## src/hw/rtl/efp_pkg.sv

```systemverilog
// Shared types, widths and helpers for the escape-time fractal pixel block.
// Depends on nothing; every other file in hw/rtl imports it.
`default_nettype none

package efp_pkg;

    // Fixed-point layout: signed Q4.28 for plane values.
    localparam int FIX_W   = 32;
    localparam int FRAC_W  = 28;
    localparam int WIDE_W  = 64;
    localparam int MAG_W   = WIDE_W - FRAC_W;
    localparam int PIX_W   = 10;
    localparam int ITER_W  = 16;
    localparam int SCALE_W = 31;
    localparam int BAIL_W  = 31;

    // Seed queue between the front and the iteration unit.
    localparam int QUEUE_DEPTH = 2;
    localparam int QUEUE_AW    = $clog2(QUEUE_DEPTH);
    localparam int QUEUE_CW    = $clog2(QUEUE_DEPTH + 1);

    // Saturation bounds, sign-extended to the wide product width.
    localparam logic signed [WIDE_W-1:0] FIX_MAX_EXT = 64'sh0000_0000_7FFF_FFFF;
    localparam logic signed [WIDE_W-1:0] FIX_MIN_EXT = 64'shFFFF_FFFF_8000_0000;
    localparam logic signed [FIX_W-1:0]  FIX_MAX     = 32'sh7FFF_FFFF;
    localparam logic signed [FIX_W-1:0]  FIX_MIN     = 32'sh8000_0000;

    // Register indexes of the configuration write port.
    typedef enum logic [2:0] {
        REG_MODE      = 3'd0,
        REG_CENTER_RE = 3'd1,
        REG_CENTER_IM = 3'd2,
        REG_SCALE     = 3'd3,
        REG_JULIA_RE  = 3'd4,
        REG_JULIA_IM  = 3'd5,
        REG_MAX_ITER  = 3'd6,
        REG_BAILOUT   = 3'd7
    } efp_reg_t;

    // Configuration register file contents.
    typedef struct packed {
        logic                     mode;
        logic signed [FIX_W-1:0]  center_re;
        logic signed [FIX_W-1:0]  center_im;
        logic [SCALE_W-1:0]       scale;
        logic signed [FIX_W-1:0]  julia_re;
        logic signed [FIX_W-1:0]  julia_im;
        logic [ITER_W-1:0]        max_iter;
        logic [BAIL_W-1:0]        bailout;
    } efp_cfg_t;

    // Starting point of one pixel's orbit: initial z and the constant c.
    typedef struct packed {
        logic signed [FIX_W-1:0] z_re;
        logic signed [FIX_W-1:0] z_im;
        logic signed [FIX_W-1:0] c_re;
        logic signed [FIX_W-1:0] c_im;
    } efp_seed_t;

    // Clamp a wide signed value to the signed 32-bit range.
    function automatic logic signed [FIX_W-1:0] sat_fix(input logic signed [WIDE_W-1:0] v);
        if (v > FIX_MAX_EXT) begin
            return FIX_MAX;
        end
        else if (v < FIX_MIN_EXT) begin
            return FIX_MIN;
        end
        else begin
            return $signed(v[FIX_W-1:0]);
        end
    endfunction

endpackage

`default_nettype wire

```

## src/hw/rtl/efp_front.sv

```systemverilog
// Front end: takes pixel beats, maps them onto the complex plane and forms the seed.
// Depends on efp_pkg; feeds efp_queue.
`default_nettype none

module efp_front #(
    parameter int IMAGE_COLS = 1024,
    parameter int IMAGE_ROWS = 768
) (
    input  wire logic                       clk,
    input  wire logic                       rst_n,
    input  wire efp_pkg::efp_cfg_t          cfg,
    input  wire logic                       start,
    output logic                            busy,
    input  wire logic [efp_pkg::PIX_W-1:0]  pixel_x,
    input  wire logic [efp_pkg::PIX_W-1:0]  pixel_y,
    input  wire logic                       q_full,
    output logic                            q_push,
    output efp_pkg::efp_seed_t              q_seed
);
    import efp_pkg::*;

    localparam int HALF_COLS = IMAGE_COLS / 2;
    localparam int HALF_ROWS = IMAGE_ROWS / 2;
    localparam int SPAN      = (IMAGE_COLS > IMAGE_ROWS) ? IMAGE_COLS : IMAGE_ROWS;
    localparam int D_W       = $clog2(SPAN / 2 + (1 << PIX_W)) + 1;
    localparam int P_W       = D_W + SCALE_W + 1;

    logic                   v1_reg;
    logic                   v1_next;
    logic [PIX_W-1:0]       px_reg;
    logic [PIX_W-1:0]       py_reg;
    logic                   v2_reg;
    logic                   v2_next;
    logic signed [P_W-1:0]  prod_re_reg;
    logic signed [P_W-1:0]  prod_im_reg;
    logic signed [P_W-1:0]  prod_re_next;
    logic signed [P_W-1:0]  prod_im_next;

    logic                   accept;
    logic                   s2_load;
    logic signed [D_W-1:0]  dx;
    logic signed [D_W-1:0]  dy;
    logic signed [FIX_W:0]  scale_s;
    logic signed [FIX_W-1:0] off_re;
    logic signed [FIX_W-1:0] off_im;

    // Stage handshakes: stage two drains into the queue, stage one into stage two.
    assign q_push  = v2_reg && !q_full;
    assign s2_load = v1_reg && (!v2_reg || q_push);
    assign busy    = v1_reg && !s2_load;
    assign accept  = start && !busy;

    assign v1_next = accept ? 1'b1 : (s2_load ? 1'b0 : v1_reg);
    assign v2_next = s2_load ? 1'b1 : (q_push ? 1'b0 : v2_reg);

    // Pixel offset from the image center, then scaled into plane units.
    assign dx      = $signed(D_W'(px_reg)) - $signed(D_W'(HALF_COLS));
    assign dy      = $signed(D_W'(py_reg)) - $signed(D_W'(HALF_ROWS));
    assign scale_s = $signed({2'b00, cfg.scale});

    assign prod_re_next = P_W'(dx) * P_W'(scale_s);
    assign prod_im_next = P_W'(dy) * P_W'(scale_s);

    // Seed forming: Julia starts at the offset, Mandelbrot at zero.
    assign off_re = sat_fix(WIDE_W'(prod_re_reg));
    assign off_im = sat_fix(WIDE_W'(prod_im_reg));

    always_comb
    begin
        if (cfg.mode)
        begin
            q_seed.z_re = off_re;
            q_seed.z_im = off_im;
            q_seed.c_re = cfg.julia_re;
            q_seed.c_im = cfg.julia_im;
        end
        else
        begin
            q_seed.z_re = '0;
            q_seed.z_im = '0;
            q_seed.c_re = sat_fix(WIDE_W'(cfg.center_re) + WIDE_W'(off_re));
            q_seed.c_im = sat_fix(WIDE_W'(cfg.center_im) + WIDE_W'(off_im));
        end
    end

    // Stage valid flags.
    always_ff @(posedge clk or negedge rst_n)
    begin
        if (!rst_n)
        begin
            v1_reg <= 1'b0;
            v2_reg <= 1'b0;
        end
        else
        begin
            v1_reg <= v1_next;
            v2_reg <= v2_next;
        end
    end

    // Stage payloads.
    always_ff @(posedge clk)
    begin
        if (accept)
        begin
            px_reg <= pixel_x;
            py_reg <= pixel_y;
        end
        if (s2_load)
        begin
            prod_re_reg <= prod_re_next;
            prod_im_reg <= prod_im_next;
        end
    end

endmodule

`default_nettype wire

```

## config.mk

```make
export PLATFORM = sky130hd
export DESIGN_NAME = efp_front
export DESIGN_NICKNAME = d
export VERILOG_FILES = /design/src/hw/rtl/efp_pkg.sv /design/src/hw/rtl/efp_front.sv
export SDC_FILE = /design/constraint.sdc
export NUM_CORES = 2
export LEC_CHECK = 0
export BUFFER_PORTS_ARGS = -buffer_cell sky130_fd_sc_hd__buf_2
export CAP_MARGIN = 15
export CELL_PAD_IN_SITES_DETAIL_PLACEMENT = 1
export CELL_PAD_IN_SITES_GLOBAL_PLACEMENT = 2
export CORE_MARGIN = 5
export CORE_UTILIZATION = 38
export CTS_CLUSTER_SIZE = 16
export DETAILED_ROUTE_END_ITERATION = 7
export PLACE_DENSITY_LB_ADDON = 0.1
export SLEW_MARGIN = 20
export SYNTH_ARGS = -nofsm -noshare
export SYNTH_HDL_FRONTEND = slang
export SYNTH_SLANG_ARGS = --single-unit
```

## constraint.sdc

```tcl
create_clock -name clk -period 9.2 [get_ports clk]
set_input_delay 0.46 -clock clk [delete_from_list [all_inputs] [get_ports clk]]
set_output_delay 0.46 -clock clk [all_outputs]
set_load 0.03 [all_outputs]
```

-- Word-level counts from Yosys, hierarchy flattened
Index checks and enable logic that the tools add are counted.
- flip-flop bits (word level): 108
- bits in latches: 0
- bits in writable memories: 0
- bits in read-only memories: 0
- input bits: 231
- memories: 0
- add/sub/neg operators: 4
- multiply operators: 2
- div/mod/pow operators: 0
- $lt $le $gt $ge: 8
- equal/unequal tests: 0
- shift-type cells: 0
- multiplexer cells: 13
- bitwise gates (word level): 0
- reductions and logical operators: 11
- operators with widths (cell ; count):
    32-bit two-way mux ; 8
    128-bit two-way mux ; 1
    43-bit by 32-bit > comparator with 1-bit output, second input constant ; 2
    43-bit by 32-bit < comparator with 1-bit output, second input constant ; 2
    11-bit by 32-bit multiplier with 43-bit output ; 2
    32-bit by 32-bit adder with 33-bit output ; 2
    33-bit by 32-bit > comparator with 1-bit output, second input constant ; 2
    33-bit by 32-bit < comparator with 1-bit output, second input constant ; 2
    10-bit by 10-bit subtractor with 11-bit output, second input constant ; 1
    10-bit by 9-bit subtractor with 11-bit output, second input constant ; 1
    1-bit logical AND ; 4
    1-bit zero test ; 4
    1-bit two-way mux ; 4
    2-bit nonzero test ; 2
    1-bit logical OR ; 1

-- Logic depth before layout (Yosys ltp)
- word-level depth: 9
- gate-level depth with buffers: 23

-- Worst setup path after synthesis
OpenSTA, ideal clock, no wires.
- path type: input to register
- start: input port q_full
- end: register prod_im_reg[0], enable pin
- arrival: 6.704 ns
- required time: 8.539 ns
- setup slack: 1.835 ns
- stages: 1
- cell sequence: a21boi_0
- cells in the longest elaborated chain, start to end: 4
- ends and longest elaborated chain (what ; line ; source):
    start, declared ; efp_front.sv:16 ; input wire logic q_full,
    1-bit zero test ; efp_front.sv:48 ; assign q_push = v2_reg && !q_full;
    1-bit logical AND ; efp_front.sv:48 ;
    1-bit logical OR ; efp_front.sv:49 ; assign s2_load = v1_reg && (!v2_reg || q_push);
    1-bit logical AND ; efp_front.sv:49 ;
    end signal, assigned ; efp_front.sv:112 ; prod_im_reg <= prod_im_next;
    end, declared ; efp_front.sv:35 ; logic signed [P_W-1:0] prod_im_reg;
Every way passes these cells.
A chain may end at the register's enable or synchronous reset.

-- Worst setup path in the final report
- start: register py_reg[7]
- end: register prod_im_reg[42] (netlist name)
- cells in the longest elaborated chain, start to end: 2
- ends and longest elaborated chain (what ; line ; source):
    start, declared ; efp_front.sv:31 ; logic [PIX_W-1:0] py_reg;
    start signal, assigned ; efp_front.sv:107 ; py_reg <= pixel_y;
    10-bit by 9-bit subtractor with 11-bit output ; efp_front.sv:58 ; assign dy = $signed(D_W'(py_reg)) - $signed(D_W'(HALF_ROWS));
    11-bit by 32-bit multiplier with 43-bit output ; efp_front.sv:62 ; assign prod_im_next = P_W'(dy) * P_W'(scale_s);
    net prod_im_next[42] ; efp_front.sv:37 ; logic signed [P_W-1:0] prod_im_next;
The timed path passes the listed nets, and every way through them passes these cells.

==> metrics.yaml <==
critPathMaxFanout: 33
grt_max_degree: 74
synth_area_leaders: "fa_1, ha_1, edfxtp_1"
yosysSeqAreaShare_pct: 10.3
switchingPower_mw: 7.01
grt_pass1_vias: 28486
final.setup.tns_ns: 0
placed_area_um2: 33600
async_reset_ff_share_pct: 1.85
critPathSlowestCell: "xnor2_2"
nFillCells: 9701
row_count: 105
path_class: "flip-flop to flip-flop"
drtIter0Drc: 872
cts_made_buffers: 9
die_h_um: 297
dp.cells: 4763
core_um2: 81800
via_count: 24850
finalCoreUtilization_pct: 41.5
powerDensity_nw_per_um2: 382
rsz0062_at_grt: "false"
stdcell_area_um2: 33900
crit_required_ns: 9.35
nNetsFinal: 4749
met1_usage_pct: 28.3
ios: 361
clock_skew_ns: 0.0253
ys_types: 91
gr-usage-met3_pct: 3.54
busiest_layer: "met2"
switching_share_pct: 54.0
min_period_ns: 7.21
worstPathArrival_ns: 7.36
seq_power_share_pct: 10.1
syn_inst: 3551
cts_tree: "done"
vias_per_cell: 5.19
status: "completed"
fmax_mhz: 139
r2r_slack_ns: 1.99
cts_sinks: 108
instances_no_fill: 4787
maxCapViolCount: 0
critPathTopFamily: "adder cells"
cp_slowest_stage_delay_ns: 0.79
power.share.clock_pct: 3.2
drt-total-wl_um: 94300
drive_above_1_share_pct: 11.4
setup_violations: 0
path_common_cell: "fa_1"
antenna_found_initial: 14
dp_hpwl_um: 77000
drtPass1Iterations: 4
netlist_area_um2: 31300
floorplan.initialDensity_pct: 38.2
slew_headroom_pct: 30.5
final_max_slew_viol_count: 0
drcViolationCount: 0
grt_pass1_wl_um: 156000
end_kind: "flip-flop"
clk-insertion-delay-late_ns: 0.43
wl_per_cell_um: 19.7
drtAntennaViolNets: 0
ys_seq_elements: 108
met2_usage_pct: 38.1
yosysMostFrequentCell: "inv_1"
combinationalPowerShare_pct: 86.7
hold_ws_ns: 0.201
finalCritPeriodShare_pct: 78.3
cts_post_setup_buffers_inserted: 0
syn_nets: 4595
intPower_mw: 5.96
min_path_type: "input pin to flip-flop"
synth_edf_count: 106
startpoint_type: "flip-flop"
yosys.area.top_type_share_pct: 33.6
area_delta_synth_final_pct: 8.56
synth_largest_area_cell: "fa_1"
worstMarginPinSlew_ns: 1.04
fp.dieW_um: 297
synth.top_cells.by_count: "inv_1, fa_1, and2_1"
clockBufferDepth: 2
root_buffer: "clkbuf_16"
critical_path.cell_chain: "buf_4 > ha_2 > xnor2_2 > and2_1 > fa_1 > inv_1 > fa_1 > fa_1 > inv_1 > fa_1 > fa_1 > ha_1 > a211oi_1 > nor2_1 > nor3_1 > a211oi_1 > o21ai_0 > a31oi_1 > a211o_1 > a21oi_1 > xnor2_1"
die_area_um2: 88100
htreeDepth: 3
leakage_nw: 16.0
grt-ovfl-total: 0
synthFlopType: "edfxtp_1"
synth_warnings: 0
clkSlewWorstSetupHoldPaths_ns: 0.10
portBuffers: 313
gp_congestion: 0.860
worst-path-buf-inv: 3
ir_drop_mv: 0.356
track_usage_pct: 21.7
finalHoldViolations: 0
syn_avg_cell_area_um2: 8.80
## per-stage QoR
step / power, mW / setup WS, ns
2_1_floorplan: 9.67 / 1.83
3_3_place_gp: 12.5 / 2.04
3_5_place_dp: 12.7 / 1.96
4_1_cts: 13.2 / 1.89
5_1_grt: 14.6 / 1.60
6_report: 13.0 / 1.99
## kinds of logic after synthesis
| logic type | Yosys count | synth area share (%) |
|---|---|---|
| buffers and inverters | 773 | 9.49 |
| DFF | 108 | 10.3 |
| AOI/OAI and AO/OA | 556 | 12.1 |
| adders and majority gates | 818 | 45.3 |
| muxes | 4 | 0.132 |
| and+or+nand+nor | 1174 | 19.3 |
| xor gates and xnor gates | 118 | 3.31 |
## path summary, 6_finish.rpt
path | startpoint | endpoint | cells after the start
max reg2reg | py_reg[7] | prod_im_reg[42] | 21
min reg2reg | v1_reg | v2_reg | 1
min | pixel_x[3] | px_reg[3] | 1
max in group asynchronous | rst_n | v1_reg | 2
max | py_reg[7] | prod_im_reg[42] | 21
min in group asynchronous | rst_n | v2_reg | 2
## area by class of cell
class / instances / area (um2) / share of cell area [%]
Antenna cell: 7 / 17.5 / 0.0516
Clock buffer: 9 / 225 / 0.664
Tap cell: 1070 / 1340 / 3.94
Clock inverter: 7 / 56.3 / 0.166
Multi-Input combinational cell: 2670 / 25100 / 74.0
Inverter: 574 / 2150 / 6.35
Sequential cell: 108 / 3230 / 9.53
Timing Repair Buffer: 342 / 1790 / 5.27
## placed cells by master (no fill, tap or decap), drive strengths merged, types with 85 or more instances in the layout
cell type	count
o21ai	91
nand2	385
ha	289
xnor2	85
nor2	131
edfxtp	106
and2	423
a21oi	132
buf	341
fa	524
inv	578
## metal layers
layer | vias to the layer above | wire [um]
li1 | 11562 | -
met1 | 12809 | 42300
met2 | 386 | 46800
met3 | 81 | 3700
met4 | 12 | 1540
met5 | - | 80
## what timing repair did
action	4_1_cts	5_1_grt
resized for setup	0	0
hold buffers	1	0
hold endpoints to repair	2	0
## power by group through the flow
stage	clock, mW	combinational [mW]	sequential, mW
floorplan	0	8.38	1.29
global placement	0	11.2	1.31
detailed placement	0	11.4	1.32
CTS	0.431	11.5	1.32
global route	0.453	12.8	1.33
finish	0.413	11.3	1.31
No activity file was read; power rests on OpenSTA's default activity.
