### src/hw/rtl/efp_pkg.sv
// Shared types, widths and helpers for the escape-time fractal pixel block.
// Depends on nothing; every other file in hw/rtl imports it.
`default_nettype none

package efp_pkg;

    // Fixed-point layout: signed Q4.28 for plane values.
    localparam int FIX_W   = 32;
    localparam int FRAC_W  = 28;
    localparam int WIDE_W  = 64;
    localparam int MAG_W   = WIDE_W - FRAC_W;
    localparam int PIX_W   = 10;
    localparam int ITER_W  = 16;
    localparam int SCALE_W = 31;
    localparam int BAIL_W  = 31;

    // Seed queue between the front and the iteration unit.
    localparam int QUEUE_DEPTH = 2;
    localparam int QUEUE_AW    = $clog2(QUEUE_DEPTH);
    localparam int QUEUE_CW    = $clog2(QUEUE_DEPTH + 1);

    // Saturation bounds, sign-extended to the wide product width.
    localparam logic signed [WIDE_W-1:0] FIX_MAX_EXT = 64'sh0000_0000_7FFF_FFFF;
    localparam logic signed [WIDE_W-1:0] FIX_MIN_EXT = 64'shFFFF_FFFF_8000_0000;
    localparam logic signed [FIX_W-1:0]  FIX_MAX     = 32'sh7FFF_FFFF;
    localparam logic signed [FIX_W-1:0]  FIX_MIN     = 32'sh8000_0000;

    // Register indexes of the configuration write port.
    typedef enum logic [2:0] {
        REG_MODE      = 3'd0,
        REG_CENTER_RE = 3'd1,
        REG_CENTER_IM = 3'd2,
        REG_SCALE     = 3'd3,
        REG_JULIA_RE  = 3'd4,
        REG_JULIA_IM  = 3'd5,
        REG_MAX_ITER  = 3'd6,
        REG_BAILOUT   = 3'd7
    } efp_reg_t;

    // Configuration register file contents.
    typedef struct packed {
        logic                     mode;
        logic signed [FIX_W-1:0]  center_re;
        logic signed [FIX_W-1:0]  center_im;
        logic [SCALE_W-1:0]       scale;
        logic signed [FIX_W-1:0]  julia_re;
        logic signed [FIX_W-1:0]  julia_im;
        logic [ITER_W-1:0]        max_iter;
        logic [BAIL_W-1:0]        bailout;
    } efp_cfg_t;

    // Starting point of one pixel's orbit: initial z and the constant c.
    typedef struct packed {
        logic signed [FIX_W-1:0] z_re;
        logic signed [FIX_W-1:0] z_im;
        logic signed [FIX_W-1:0] c_re;
        logic signed [FIX_W-1:0] c_im;
    } efp_seed_t;

    // Clamp a wide signed value to the signed 32-bit range.
    function automatic logic signed [FIX_W-1:0] sat_fix(input logic signed [WIDE_W-1:0] v);
        if (v > FIX_MAX_EXT) begin
            return FIX_MAX;
        end
        else if (v < FIX_MIN_EXT) begin
            return FIX_MIN;
        end
        else begin
            return $signed(v[FIX_W-1:0]);
        end
    endfunction

endpackage

`default_nettype wire

### src/hw/rtl/efp_queue.sv
// Short seed queue that decouples the front end from the iteration unit.
// Depends on efp_pkg for the seed type and the queue depth.
`default_nettype none

module efp_queue (
    input  wire logic                clk,
    input  wire logic                rst_n,
    input  wire logic                wr_en,
    input  wire efp_pkg::efp_seed_t  wr_data,
    output logic                     full,
    input  wire logic                rd_en,
    output efp_pkg::efp_seed_t       rd_data,
    output logic                     empty
);
    import efp_pkg::*;

    efp_seed_t              mem_reg [QUEUE_DEPTH];
    logic [QUEUE_AW-1:0]    wr_ptr_reg;
    logic [QUEUE_AW-1:0]    rd_ptr_reg;
    logic [QUEUE_CW-1:0]    count_reg;
    logic [QUEUE_AW-1:0]    wr_ptr_next;
    logic [QUEUE_AW-1:0]    rd_ptr_next;
    logic [QUEUE_CW-1:0]    count_next;

    assign full    = (count_reg == QUEUE_CW'(QUEUE_DEPTH));
    assign empty   = (count_reg == '0);
    assign rd_data = mem_reg[rd_ptr_reg];

    // Pointer and fill bookkeeping.
    always_comb
    begin
        wr_ptr_next = wr_en ? wr_ptr_reg + QUEUE_AW'(1) : wr_ptr_reg;
        rd_ptr_next = rd_en ? rd_ptr_reg + QUEUE_AW'(1) : rd_ptr_reg;
        count_next  = count_reg;
        if (wr_en && !rd_en)
        begin
            count_next = count_reg + QUEUE_CW'(1);
        end
        else if (rd_en && !wr_en)
        begin
            count_next = count_reg - QUEUE_CW'(1);
        end
    end

    always_ff @(posedge clk or negedge rst_n)
    begin
        if (!rst_n)
        begin
            wr_ptr_reg <= '0;
            rd_ptr_reg <= '0;
            count_reg  <= '0;
        end
        else
        begin
            wr_ptr_reg <= wr_ptr_next;
            rd_ptr_reg <= rd_ptr_next;
            count_reg  <= count_next;
        end
    end

    // Entry storage.
    always_ff @(posedge clk)
    begin
        if (wr_en)
        begin
            mem_reg[wr_ptr_reg] <= wr_data;
        end
    end

    a_no_write_when_full: assert property (@(posedge clk) disable iff (!rst_n)
        wr_en |-> !full)
        else $error("seed queue written while full");

    a_no_read_when_empty: assert property (@(posedge clk) disable iff (!rst_n)
        rd_en |-> !empty)
        else $error("seed queue read while empty");

    a_count_bounded: assert property (@(posedge clk) disable iff (!rst_n)
        count_reg <= QUEUE_CW'(QUEUE_DEPTH))
        else $error("seed queue fill count out of range");

endmodule

`default_nettype wire

### config.mk
export PLATFORM = sky130hd
export DESIGN_NAME = efp_queue
export DESIGN_NICKNAME = d
export VERILOG_FILES = /design/src/hw/rtl/efp_pkg.sv /design/src/hw/rtl/efp_queue.sv
export SDC_FILE = /design/constraint.sdc
export NUM_CORES = 1
export LEC_CHECK = 0
export BUFFER_PORTS_ARGS = -buffer_cell sky130_fd_sc_hd__buf_2
export CORE_MARGIN = 2
export CORE_UTILIZATION = 56
export DETAILED_ROUTE_END_ITERATION = 16
export PLACE_DENSITY_LB_ADDON = 0.25
export SLEW_MARGIN = 20
export SYNTH_ARGS = -nofsm -noshare
export SYNTH_HDL_FRONTEND = slang
export SYNTH_SLANG_ARGS = --single-unit
export TNS_END_PERCENT = 5
### constraint.sdc
create_clock -name clk -period 11 [get_ports clk]
set_input_delay 1.1 -clock clk [delete_from_list [all_inputs] [get_ports clk]]
set_output_delay 1.1 -clock clk [all_outputs]
set_load 0.01 [all_outputs]
; Word level (Yosys, flattened, before mapping)
; Memory sizes are Yosys's and may differ from the RTL's.
; Cells that the tools add are included.
[totals]
mem_count = 1
ff_bits = 4
elab_cells = 19
inputBits = 132
out_inout_bits = 130
ram_bits = 256
[mem_list]
columns = name, words, width, read_ports, rd_ports_with_merged_regs, write_ports, line
row1 = mem_reg, 2, 128, 1, 0, 1, efp_queue.sv:17  ; efp_seed_t mem_reg [QUEUE_DEPTH];
[classes]
n_addsub = 4
reduce_logical = 6
mux = 4
n_eq_ne = 1
[op_table]
columns = cell, n
row1 = two-way mux 2 bit, 2
row2 = "adder 1 bit, second input constant", 2
row3 = "adder 2 x 1 -> 2 bit, second input constant", 1
row4 = "equality test 2 bit, second input constant", 1
row5 = logical AND 1 bit, 2
row6 = logical NOT 1 bit, 2
row7 = logical NOT 2 bit, 1
row8 = two-way mux 1 bit, 2
row9 = nonzero test 2 bit, 1
row10 = "subtractor 2 x 1 -> 2 bit, second input constant", 1

; Depth between registers and ports, before layout
; Gate-level depths: netlist of run 1.
[logic_depth]
depth_word = 4
ltp_mapped = 5
ltp_nobuf = 5

; Worst setup path before layout of run 1
; No wires, ideal clock.
[synth_path]
path_type = input-to-reg
start = input port wr_en
end = memory mem_reg[0][0] (netlist name) (enable)
setup_ps = 632
arrival_ps = 6648
slack_ps = 3720
stages = 1
n_path_buf = 0
required_ps = 10368
path_cell_list = nor2b_1
[synth_via]
elab_chain_cells = 2
[synth_lines]
columns = item, line
row1 = "start, declared", efp_queue.sv:8  ; input wire logic wr_en,
row2 = two-way mux 1 bit, efp_queue.sv:64  ; if (wr_en)
row3 = two-way mux 1 bit (implied by the code), efp_queue.sv:66  ; mem_reg[wr_ptr_reg] <= wr_data;
row4 = "end, declared", efp_queue.sv:17
; Every way passes these cells.

==> results.sh, run 1 <==
export IMPL_status="finished clean"
export IMPL_clockBufferDepth=3
export IMPL_synth_nets=547
export IMPL_clk_pin_slew_ns=0.06
export IMPL_initial_core_util=0.5729
export IMPL_hold_ws_ns=0.3868
export IMPL_rr_endpoint="mem_reg[1][115]"
export IMPL_place_congestion=0.7719
export IMPL_cts_buffers=26
export IMPL_ir_drop_v=0.0001872
export IMPL_crit_path_end_kind="output pin"
export IMPL_powerDensity_nw_per_um2=257.9
export IMPL_crit_start="rd_ptr_reg"
export IMPL_cts_tree="yes"
export IMPL_crit_path_end="rd_data[96]"
export IMPL_dieHeight_um=134.0
export IMPL_yosys_warnings=0
export IMPL_rows=47
export IMPL_critPathMaxStageDelay_ns=0.96
export IMPL_grt_pass1_vias=5048
export IMPL_fin_crit_ns=4.015
export IMPL_num_io_pins=262
export IMPL_arrival_ns=2.92
export IMPL_routed_wirelength_um=17260
export IMPL_avgSynthCellArea_um2=22.87
export IMPL_finalMaxSlewViolations=0
export IMPL_dr_pass1_iters=4
export IMPL_netlist_area_um2=9467
export IMPL_cp_top_family="buffers and inverters"
export IMPL_ctsResizeCount=0
export IMPL_drtIter0Drc=237
export IMPL_max_cap_viol_count=0
export IMPL_vias=4746
export IMPL_layout_drive_gt1_share=0.6065
export IMPL_setup_viol_count_final=0
export IMPL_cts_setup_buffers=0
export IMPL_cts_hold_buf=0
export IMPL_die_area_um2=17960
export IMPL_worstSkewPairLatency_ns=0.51
export IMPL_timing_slew_headroom=0.3033
export IMPL_critPathRequiredTime_ns=9.90
export IMPL_hold_path_class="primary input to async pin"
export IMPL_port_buffers=261
export IMPL_crit_slowest_cell="dfrtp_4"
export IMPL_critical_path_cell_count=3
export IMPL_grt_ovfl_total=0
export IMPL_finClkSkew_ns=0.006030
export IMPL_synthCells=414
export IMPL_finalCritPeriodShare=0.3650
export IMPL_die_x_um=134.0
export IMPL_tns_ns=0
export IMPL_final_hold_viol_count=0
export IMPL_dp_hpwl_um=11330
export IMPL_grt_max_degree=80
export IMPL_critPathBufInv=2
export IMPL_largest_reg_flops=256
export IMPL_drc=0
export IMPL_path_cells="buf_4 > mux2_2 > buf_2"
export IMPL_htreeDepth=1
export IMPL_crit_type="flop to output pin"
export IMPL_drtAntennaViolNets=0
export IMPL_post_place_ws_ns=7.477
export IMPL_antenna_found_initial=1
export IMPL_yosysSeqAreaShare=0.8226
export IMPL_core_um2=16520
export IMPL_setup_slack_ns=6.985
export IMPL_synth_cell_types=12
export IMPL_grt_pass1_wl_um=25850
export IMPL_regToRegSetupSlack_ns=8.62
export IMPL_power_leakage_uw=0.004455
export IMPL_root_buffer="clkbuf_16"
export IMPL_grt_usage=0.1860
export IMPL_fillers=1085
export IMPL_ys_ff_latch=260
export IMPL_rr_worst_depth=2
export IMPL_via_per_inst=5.103
export IMPL_cp_max_fo=67
export IMPL_area_growth_pct=24.29
export IMPL_tightest_slew_ns=1.045
export IMPL_max_freq_ghz=0.2491
export IMPL_utilization=0.7120
export IMPL_r2r_start="wr_ptr_reg"
export IMPL_start_kind="flop"
export IMPL_drt_wirelength_per_cell_um=18.56
export IMPL_cts_sinks=260
export IMPL_nets=826
export IMPL_rsz0062_at_grt="false"
[power by group]
part	switching, uW	leakage [uW]	internal (uW)	total (uW)
registers	88.0	0.00245	1320	1410
logic	413	0.00160	375	788
clock network	329	0.000405	513	842
total	829	0.00445	2210	3030
[placed cells by master (no fill, tap or decap)]
cell	n
and2_4	1
buf_2	261
buf_4	4
bufinv_16	3
clkbuf_1	5
clkbuf_16	27
clkinv_1	5
clkinv_2	4
dfrtp_1	3
dfrtp_4	1
diode_2	1
edfxtp_1	256
ha_1	1
inv_1	1
mux2_2	128
nor2_1	2
nor2b_1	1
nor2b_4	1
xnor2_1	1
xor2_1	4
[stage by stage]
stage | cells | area, um^2 | power (uW)
global route | 929 | 11760 | 3168
CTS | 929 | 11760 | 3070
detailed placement | 885 | 10940 | 2223
finish | 930 | 11770 | 3035
floorplan | 414 | 9467 | 1970
global placement | 885 | 10940 | 2201
[kinds of logic (layout without fill, tap and decap cells)]
| logic type | Yosys count | count (layout) | synth area share |
|---|---|---|---|
| xor gates and xnor gates | 5 | 5 | 0.004626 |
| adders and majority gates | 1 | 1 | 0.001321 |
| buffers and inverters | 15 | 310 | 0.01639 |
| DFF | 260 | 260 | 0.8226 |
| muxes | 128 | 128 | 0.1523 |
| other | 0 | 1 | 0 |
| and+or+nand+nor | 5 | 5 | 0.002776 |
[worst register-to-register path: cells and delay by family, from the launching register on]
| family | cells | cell delay (ns) |
|---|---|---|
| buffers and inverters | 1 | 0.91 |
| DFF | 1 | 0.42 |
| and+or+nand+nor | 1 | 0.62 |
[cell type report]
cell class                      instances  area [um^2]  share of cell area
Sequential cell                       260         7791              0.6622
Multi-Input combinational cell        139         1534              0.1304
Timing Repair Buffer                  265         1336              0.1136
Clock buffer                           32        694.4             0.05902
Tap cell                              220        275.3             0.02339
Clock inverter                         12        128.9             0.01095
Inverter                                1        3.754           0.0003190
Antenna cell                            1        2.502           0.0002127
[worst min path at each step]
stage	start	end	slack, ns
after CTS	rst_n	count_reg[0]	0.37
after global placement	count_reg[1]	count_reg[1]	0.47
after floorplan	wr_ptr_reg	wr_ptr_reg	0.46
final	rst_n	count_reg[0]	0.39
after global routing	rst_n	count_reg[1]	0.36
after detailed placement	count_reg[1]	count_reg[1]	0.50
[layer usage]
layer	up-vias	track usage	part of all wire	wire (um)
li1	2212	-	-	-
met1	2313	0.2193	0.37	6432
met2	179	0.3254	0.51	8853
met3	42	0.05745	0.085	1467
met4	0	0.06550	0.029	509
met5	-	0	0	0
[cells in the mapped netlist, drive strengths merged]
| library cell | n | share of area |
|---|---|---|
| xor2 | 4 | 0.0037 |
| buf | 14 | 0.016 |
| and2 | 1 | 0.00066 |
| edfxtp | 256 | 0.81 |
| mux2 | 128 | 0.15 |
| dfrtp | 4 | 0.011 |
| inv | 1 | 0.00040 |
| ha | 1 | 0.0013 |
| xnor2 | 1 | 0.00093 |
| nor2b | 2 | 0.0013 |
| nor2 | 2 | 0.00079 |
(Power assumes the default switching activity.)
==> run 2, diff against run 1 <==
--- a/config.mk
+++ b/config.mk
@@ -7,7 +7,7 @@
 export LEC_CHECK = 0
 export BUFFER_PORTS_ARGS = -buffer_cell sky130_fd_sc_hd__buf_2
 export CORE_MARGIN = 2
-export CORE_UTILIZATION = 56
+export CORE_UTILIZATION = 52
 export DETAILED_ROUTE_END_ITERATION = 16
 export PLACE_DENSITY_LB_ADDON = 0.25
 export SLEW_MARGIN = 20
==> constraint.sdc (replaced) <==
create_clock -name clk -period 4 [get_ports clk]
set_input_delay 0.4 -clock clk [delete_from_list [all_inputs] [get_ports clk]]
set_output_delay 0.4 -clock clk [all_outputs]
set_load 0.01 [all_outputs]
==> results.sh, run 2 (same netlist as run 1, synthesis figures left out) <==
export IMPL_status="finished clean"
export IMPL_clk_pin_slew_ns=0.06
export IMPL_drt_wirelength_per_cell_um=18.40
export IMPL_layout_drive_gt1_share=0.6087
export IMPL_grt_max_degree=77
export IMPL_crit_slowest_cell="buf_4"
export IMPL_rows=49
export IMPL_via_per_inst=5.092
export IMPL_grt_ovfl_total=0
export IMPL_grt_usage=0.1753
export IMPL_dr_pass1_iters=4
export IMPL_p_int_uw=5958
export IMPL_hold_ws_ns=0.07191
export IMPL_ctsResizeCount=0
export IMPL_cts_hold_buf=1
export IMPL_busiest_layer="met2"
export IMPL_grt_use_met1=0.2218
export IMPL_final_common_cell="buf_2"
export IMPL_timing_slew_headroom=0.3324
export IMPL_grt_pass1_vias=5060
export IMPL_root_buffer="clkbuf_16"
export IMPL_routed_wirelength_um=17390
export IMPL_cts_tree="yes"
export IMPL_postPlaceCellArea_um2=10980
export IMPL_dp_hpwl_um=11510
export IMPL_powerDensity_nw_per_um2=701.3
export IMPL_hold_path_class="primary input to flop"
export IMPL_power_switching_uw=2311
export IMPL_worstSkewPairLatency_ns=0.51
export IMPL_vias=4812
export IMPL_grt_use_met2=0.2909
export IMPL_cts_buffers=26
export IMPL_setup_viol_count_final=0
export IMPL_pwr_share_clk=0.268
export IMPL_rsz0062_at_grt="false"
export IMPL_drtIter0Drc=230
export IMPL_htreeDepth=1
export IMPL_critPathMaxStageDelay_ns=0.72
export IMPL_dieHeight_um=138.9
export IMPL_final_hold_viol_count=0
export IMPL_start_kind="flop"
export IMPL_nets=828
export IMPL_cts_setup_buffers=0
export IMPL_num_io_pins=262
export IMPL_crit_type="flop to output pin"
export IMPL_swShare=0.2794
export IMPL_drtAntennaViolNets=0
export IMPL_place_congestion=0.7841
export IMPL_seq_power_share=0.452
export IMPL_cp_max_fo=76
export IMPL_final_cell_mix="261 x buf_2, 256 x edfxtp_1, 128 x mux2_2"
export IMPL_cp_top_family="buffers and inverters"
export IMPL_met3_usage=0.05283
export IMPL_tns_ns=0
export IMPL_max_cap_viol_count=0
export IMPL_pwr_share_comb=0.280
export IMPL_finalMaxSlewViolations=0
export IMPL_largest_reg_flops=256
export IMPL_core_um2=17900
export IMPL_arrival_ns=2.31
export IMPL_die_area_um2=19300
export IMPL_finClkSkew_ns=0.01026
export IMPL_fin_crit_ns=2.709
export IMPL_grt_pass1_wl_um=26430
export IMPL_finalCritPeriodShare=0.6773
export IMPL_crit_path_end_kind="output pin"
export IMPL_cts_sinks=260
export IMPL_ir_drop_v=0.0005566
export IMPL_power_leakage_uw=0.004462
export IMPL_die_x_um=138.9
export IMPL_path_cells="buf_4 > mux2_2 > buf_2"
export IMPL_initial_core_util=0.5288
export IMPL_antenna_found_initial=4
export IMPL_tightest_slew_ns=1.001
export IMPL_drc=0
export IMPL_clockBufferDepth=3
export IMPL_area_growth_pct=24.54
export IMPL_max_freq_ghz=0.3691
export IMPL_final_area_um2=11790
export IMPL_critPathBufInv=2
export IMPL_critPathRequiredTime_ns=3.60
export IMPL_port_buffers=261
[run 2: power groups by stage]
stage          clock [uW]  combinational, uW  sequential [uW]
6_report             2220               2310             3740
5_1_grt              2380               2490             3780
4_1_cts              2270               2350             3740
3_5_place_dp            0               2340             3800
3_3_place_gp            0               2310             3770
2_1_floorplan           0               1570             3800
[run 2: final timing paths]
check | from | endpoint | cells after the start | slack [ns]
max in group asynchronous | rst_n | rd_ptr_reg | 2 | 3.66
min in group asynchronous | rst_n | count_reg[0] | 2 | 0.21
setup / recovery | rd_ptr_reg | rd_data[16] | 3 | 1.29
hold reg to reg | count_reg[1] | count_reg[1] | 1 | 0.50
setup reg to reg | wr_ptr_reg | mem_reg[1][98] | 2 | 2.00
hold / removal | wr_data[49] | mem_reg[1][49] | 1 | 0.07
[run 2: per-stage QoR]
step	power (uW)	utilization	setup WS, ns	instances
after floorplan	5374	-	0.1423	414
after global placement	6079	0.6136	1.850	895
after detailed placement	6136	0.6136	1.824	895
after CTS	8372	0.6582	1.265	942
after global routing	8646	0.6586	1.181	945
final	8268	0.6586	1.291	945
[run 2: routing by layer]
metal,vias to the layer above,wire [um]
li1,2210,-
met1,2344,7001
met2,213,8394
met3,43,1397
met4,2,582
met5,-,11
[run 2: final cells by class]
cell class / instances / area (um^2)
clock inverters: 16 / 101.3
diodes: 3 / 7.507
well taps: 229 / 286.5
fillers: 1249 / 6112
inverters: 1 / 3.754
repair buffers: 267 / 1379
clock buffers: 30 / 686.9
flip-flops and latches: 260 / 7791
multi-input cells: 139 / 1534
==> run 3, diff against run 2 <==
--- a/config.mk
+++ b/config.mk
@@ -5,6 +5,7 @@
 export SDC_FILE = /design/constraint.sdc
 export NUM_CORES = 1
 export LEC_CHECK = 0
+export ABC_AREA = 1
 export BUFFER_PORTS_ARGS = -buffer_cell sky130_fd_sc_hd__buf_2
 export CORE_MARGIN = 2
 export CORE_UTILIZATION = 52
==> constraint.sdc (replaced) <==
create_clock -name clk -period 2.7 [get_ports clk]
set_input_delay 0.27 -clock clk [delete_from_list [all_inputs] [get_ports clk]]
set_output_delay 0.27 -clock clk [all_outputs]
set_load 0.01 [all_outputs]
==> results.sh, run 3 <==
export IMPL_clockBufferDepth=3
export IMPL_fillers=1060
export IMPL_critPathRequiredTime_ns=2.43
export IMPL_power_uw=12880
export IMPL_dieHeight_um=139.1
export IMPL_synth_most_common_cell="edfxtp_1"
export IMPL_hold_ws_ns=0.1284
export IMPL_finalMaxSlewViolations=0
export IMPL_synthFlopType="edfxtp_1"
export IMPL_regToRegSetupSlack_ns=1.31
export IMPL_netlist_area_um2=9487
export IMPL_swShare=0.2767
export IMPL_finalCritPeriodShare=0.7953
export IMPL_start_kind="flop"
export IMPL_htreeDepth=1
export IMPL_met1_length_um=7324
export IMPL_status="finished clean"
export IMPL_r2r_start="wr_ptr_reg"
export IMPL_hold_path_class="primary input to async pin"
export IMPL_layout_drive_gt1_share=0.5099
export IMPL_dp_hpwl_um=11920
export IMPL_port_buffers=261
export IMPL_cts_buffers=26
export IMPL_antenna_cells=0
export IMPL_synth_nets=556
export IMPL_yosys_warnings=0
export IMPL_final_hold_viol_count=0
export IMPL_rr_worst_depth=3
export IMPL_synth_area_leaders="edfxtp_1 81%, mux2_2 15%, buf_6 1.5%, dfrtp_1 1.1%, inv_1 0.28%"
export IMPL_core_um2=17900
export IMPL_synth_top_cell_area_share=0.8103
export IMPL_tightest_slew_ns=0.3850
export IMPL_antenna_found_initial=0
export IMPL_met2WireLength_um=10750
export IMPL_final_cell_mix="261 x buf_2, 256 x edfxtp_1, 131 x dlygate4sd3_1"
export IMPL_nets=969
export IMPL_final_common_cell="buf_2"
export IMPL_cp_max_fo=65
export IMPL_arrival_ns=1.88
export IMPL_drtAntennaViolNets=0
export IMPL_max_freq_ghz=0.4657
export IMPL_synthCells=423
export IMPL_drt_wirelength_per_cell_um=18.12
export IMPL_drc=0
export IMPL_synth_edf_count=256
export IMPL_area_growth_pct=39.82
export IMPL_grt_usage=0.1980
export IMPL_largest_reg_flops=256
export IMPL_root_buffer="clkbuf_16"
export IMPL_num_io_pins=262
export IMPL_seq_power_share=0.432
export IMPL_die_area_um2=19340
export IMPL_wl_met3_um=953
export IMPL_via_per_inst=4.953
export IMPL_crit_path_end="rd_data[94]"
export IMPL_power_leakage_uw=0.005076
export IMPL_cts_tree="yes"
export IMPL_tns_ns=0
export IMPL_crit_type="flop to output pin"
export IMPL_fin_crit_ns=2.147
export IMPL_avgSynthCellArea_um2=22.43
export IMPL_pwr_share_comb=0.288
export IMPL_drtIter0Drc=280
export IMPL_pwr_share_clk=0.280
export IMPL_synth_cell_types=13
export IMPL_rsz0062_at_grt="false"
export IMPL_ir_drop_v=0.0008556
export IMPL_timing_slew_headroom=0.7433
export IMPL_powerDensity_nw_per_um2=970.8
export IMPL_cts_setup_buffers=0
export IMPL_ys_ff_latch=260
export IMPL_yosysSeqAreaShare=0.8209
export IMPL_dr_pass1_iters=4
export IMPL_routed_wirelength_um=19640
export IMPL_rr_endpoint="mem_reg[1][89]"
export IMPL_cts_hold_buf=131
export IMPL_finClkSkew_ns=0.02209
export IMPL_synth_top_cell_by_area="edfxtp_1"
export IMPL_grt_pass1_vias=5766
export IMPL_rows=49
export IMPL_utilization=0.7409
export IMPL_place_congestion=0.7679
export IMPL_p_int_uw=9313
export IMPL_crit_start="rd_ptr_reg"
export IMPL_grt_max_degree=68
export IMPL_grt_ovfl_total=0
export IMPL_grt_pass1_wl_um=29950
export IMPL_synth_common_cells="256 x edfxtp_1, 128 x mux2_2, 13 x buf_6, 7 x inv_1, 5 x nand2_1"
export IMPL_routed_top_layer="met4"
export IMPL_clk_pin_slew_ns=0.06
export IMPL_initial_core_util=0.5299
export IMPL_vias=5369
export IMPL_async_flop_share=0.01538
export IMPL_crit_path_end_kind="output pin"
export IMPL_die_x_um=139.1
export IMPL_ctsResizeCount=0
export IMPL_power_switching_uw=3563
export IMPL_setup_viol_count_final=0
export IMPL_worstSkewPairLatency_ns=0.51
export IMPL_max_cap_viol_count=0
export IMPL_cts_sinks=260
run 3: kinds of logic after synthesis:
group / count (synthesis) / share of synthesized area
xor+xnor: 3 / 0.002770
fa+ha+maj: 1 / 0.001319
buf+inv: 21 / 0.01873
flops: 260 / 0.8209
mux: 128 / 0.1519
simple gates: 10 / 0.004352
run 3: layout make-up:
cell class,count,area (um^2),share of cell area
clock inverters,14,168.9,0.01273
clock buffers,33,698.2,0.05264
multi-input cells,142,1531,0.1155
repair buffers,399,2758,0.2079
well taps,229,286.5,0.02160
flip-flops and latches,260,7791,0.5874
inverters,7,30.03,0.002264
run 3: worst min path at each step:
stage	startpoint	slack [ns]	endpoint	cells past startpoint
2_1_floorplan	rst_n	-0.03	count_reg[0]	0
3_3_place_gp	rst_n	0.08	count_reg[1]	1
3_5_place_dp	rst_n	0.08	count_reg[1]	1
4_1_cts	rst_n	0.07	wr_ptr_reg	2
5_1_grt	rst_n	0.11	count_reg[0]	2
6_report	rst_n	0.13	count_reg[0]	2
run 3: routing by layer:
metal  GRT usage  up-vias
li1            -     2510
met1      0.2239     2639
met2      0.3757      182
met3     0.03867       38
met4     0.06433        0
met5           0        -
run 3: power by group through the flow:
stage / logic, uW / registers, uW / clock network [uW]
after floorplan: 2340 / 5610 / 0
after global placement: 3500 / 5590 / 0
after detailed placement: 3550 / 5640 / 0
after CTS: 3730 / 5560 / 3670
after global routing: 3970 / 5620 / 3830
final: 3710 / 5560 / 3610
run 3: per-stage QoR:
step / cells / cell area [um^2] / setup WS, ns
5_1_grt: 1084 / 13260 / 0.5099
3_5_place_dp: 906 / 11090 / 1.114
6_report: 1084 / 13260 / 0.5526
4_1_cts: 1084 / 13260 / 0.5579
3_3_place_gp: 906 / 11090 / 1.116
2_1_floorplan: 423 / 9500 / -0.07523
run 3: critical path, cell delays in order (launching register included):
cell     delay (ns)
dfrtp_4        0.44
buf_12         0.30
mux2_2         0.40
buf_2          0.14
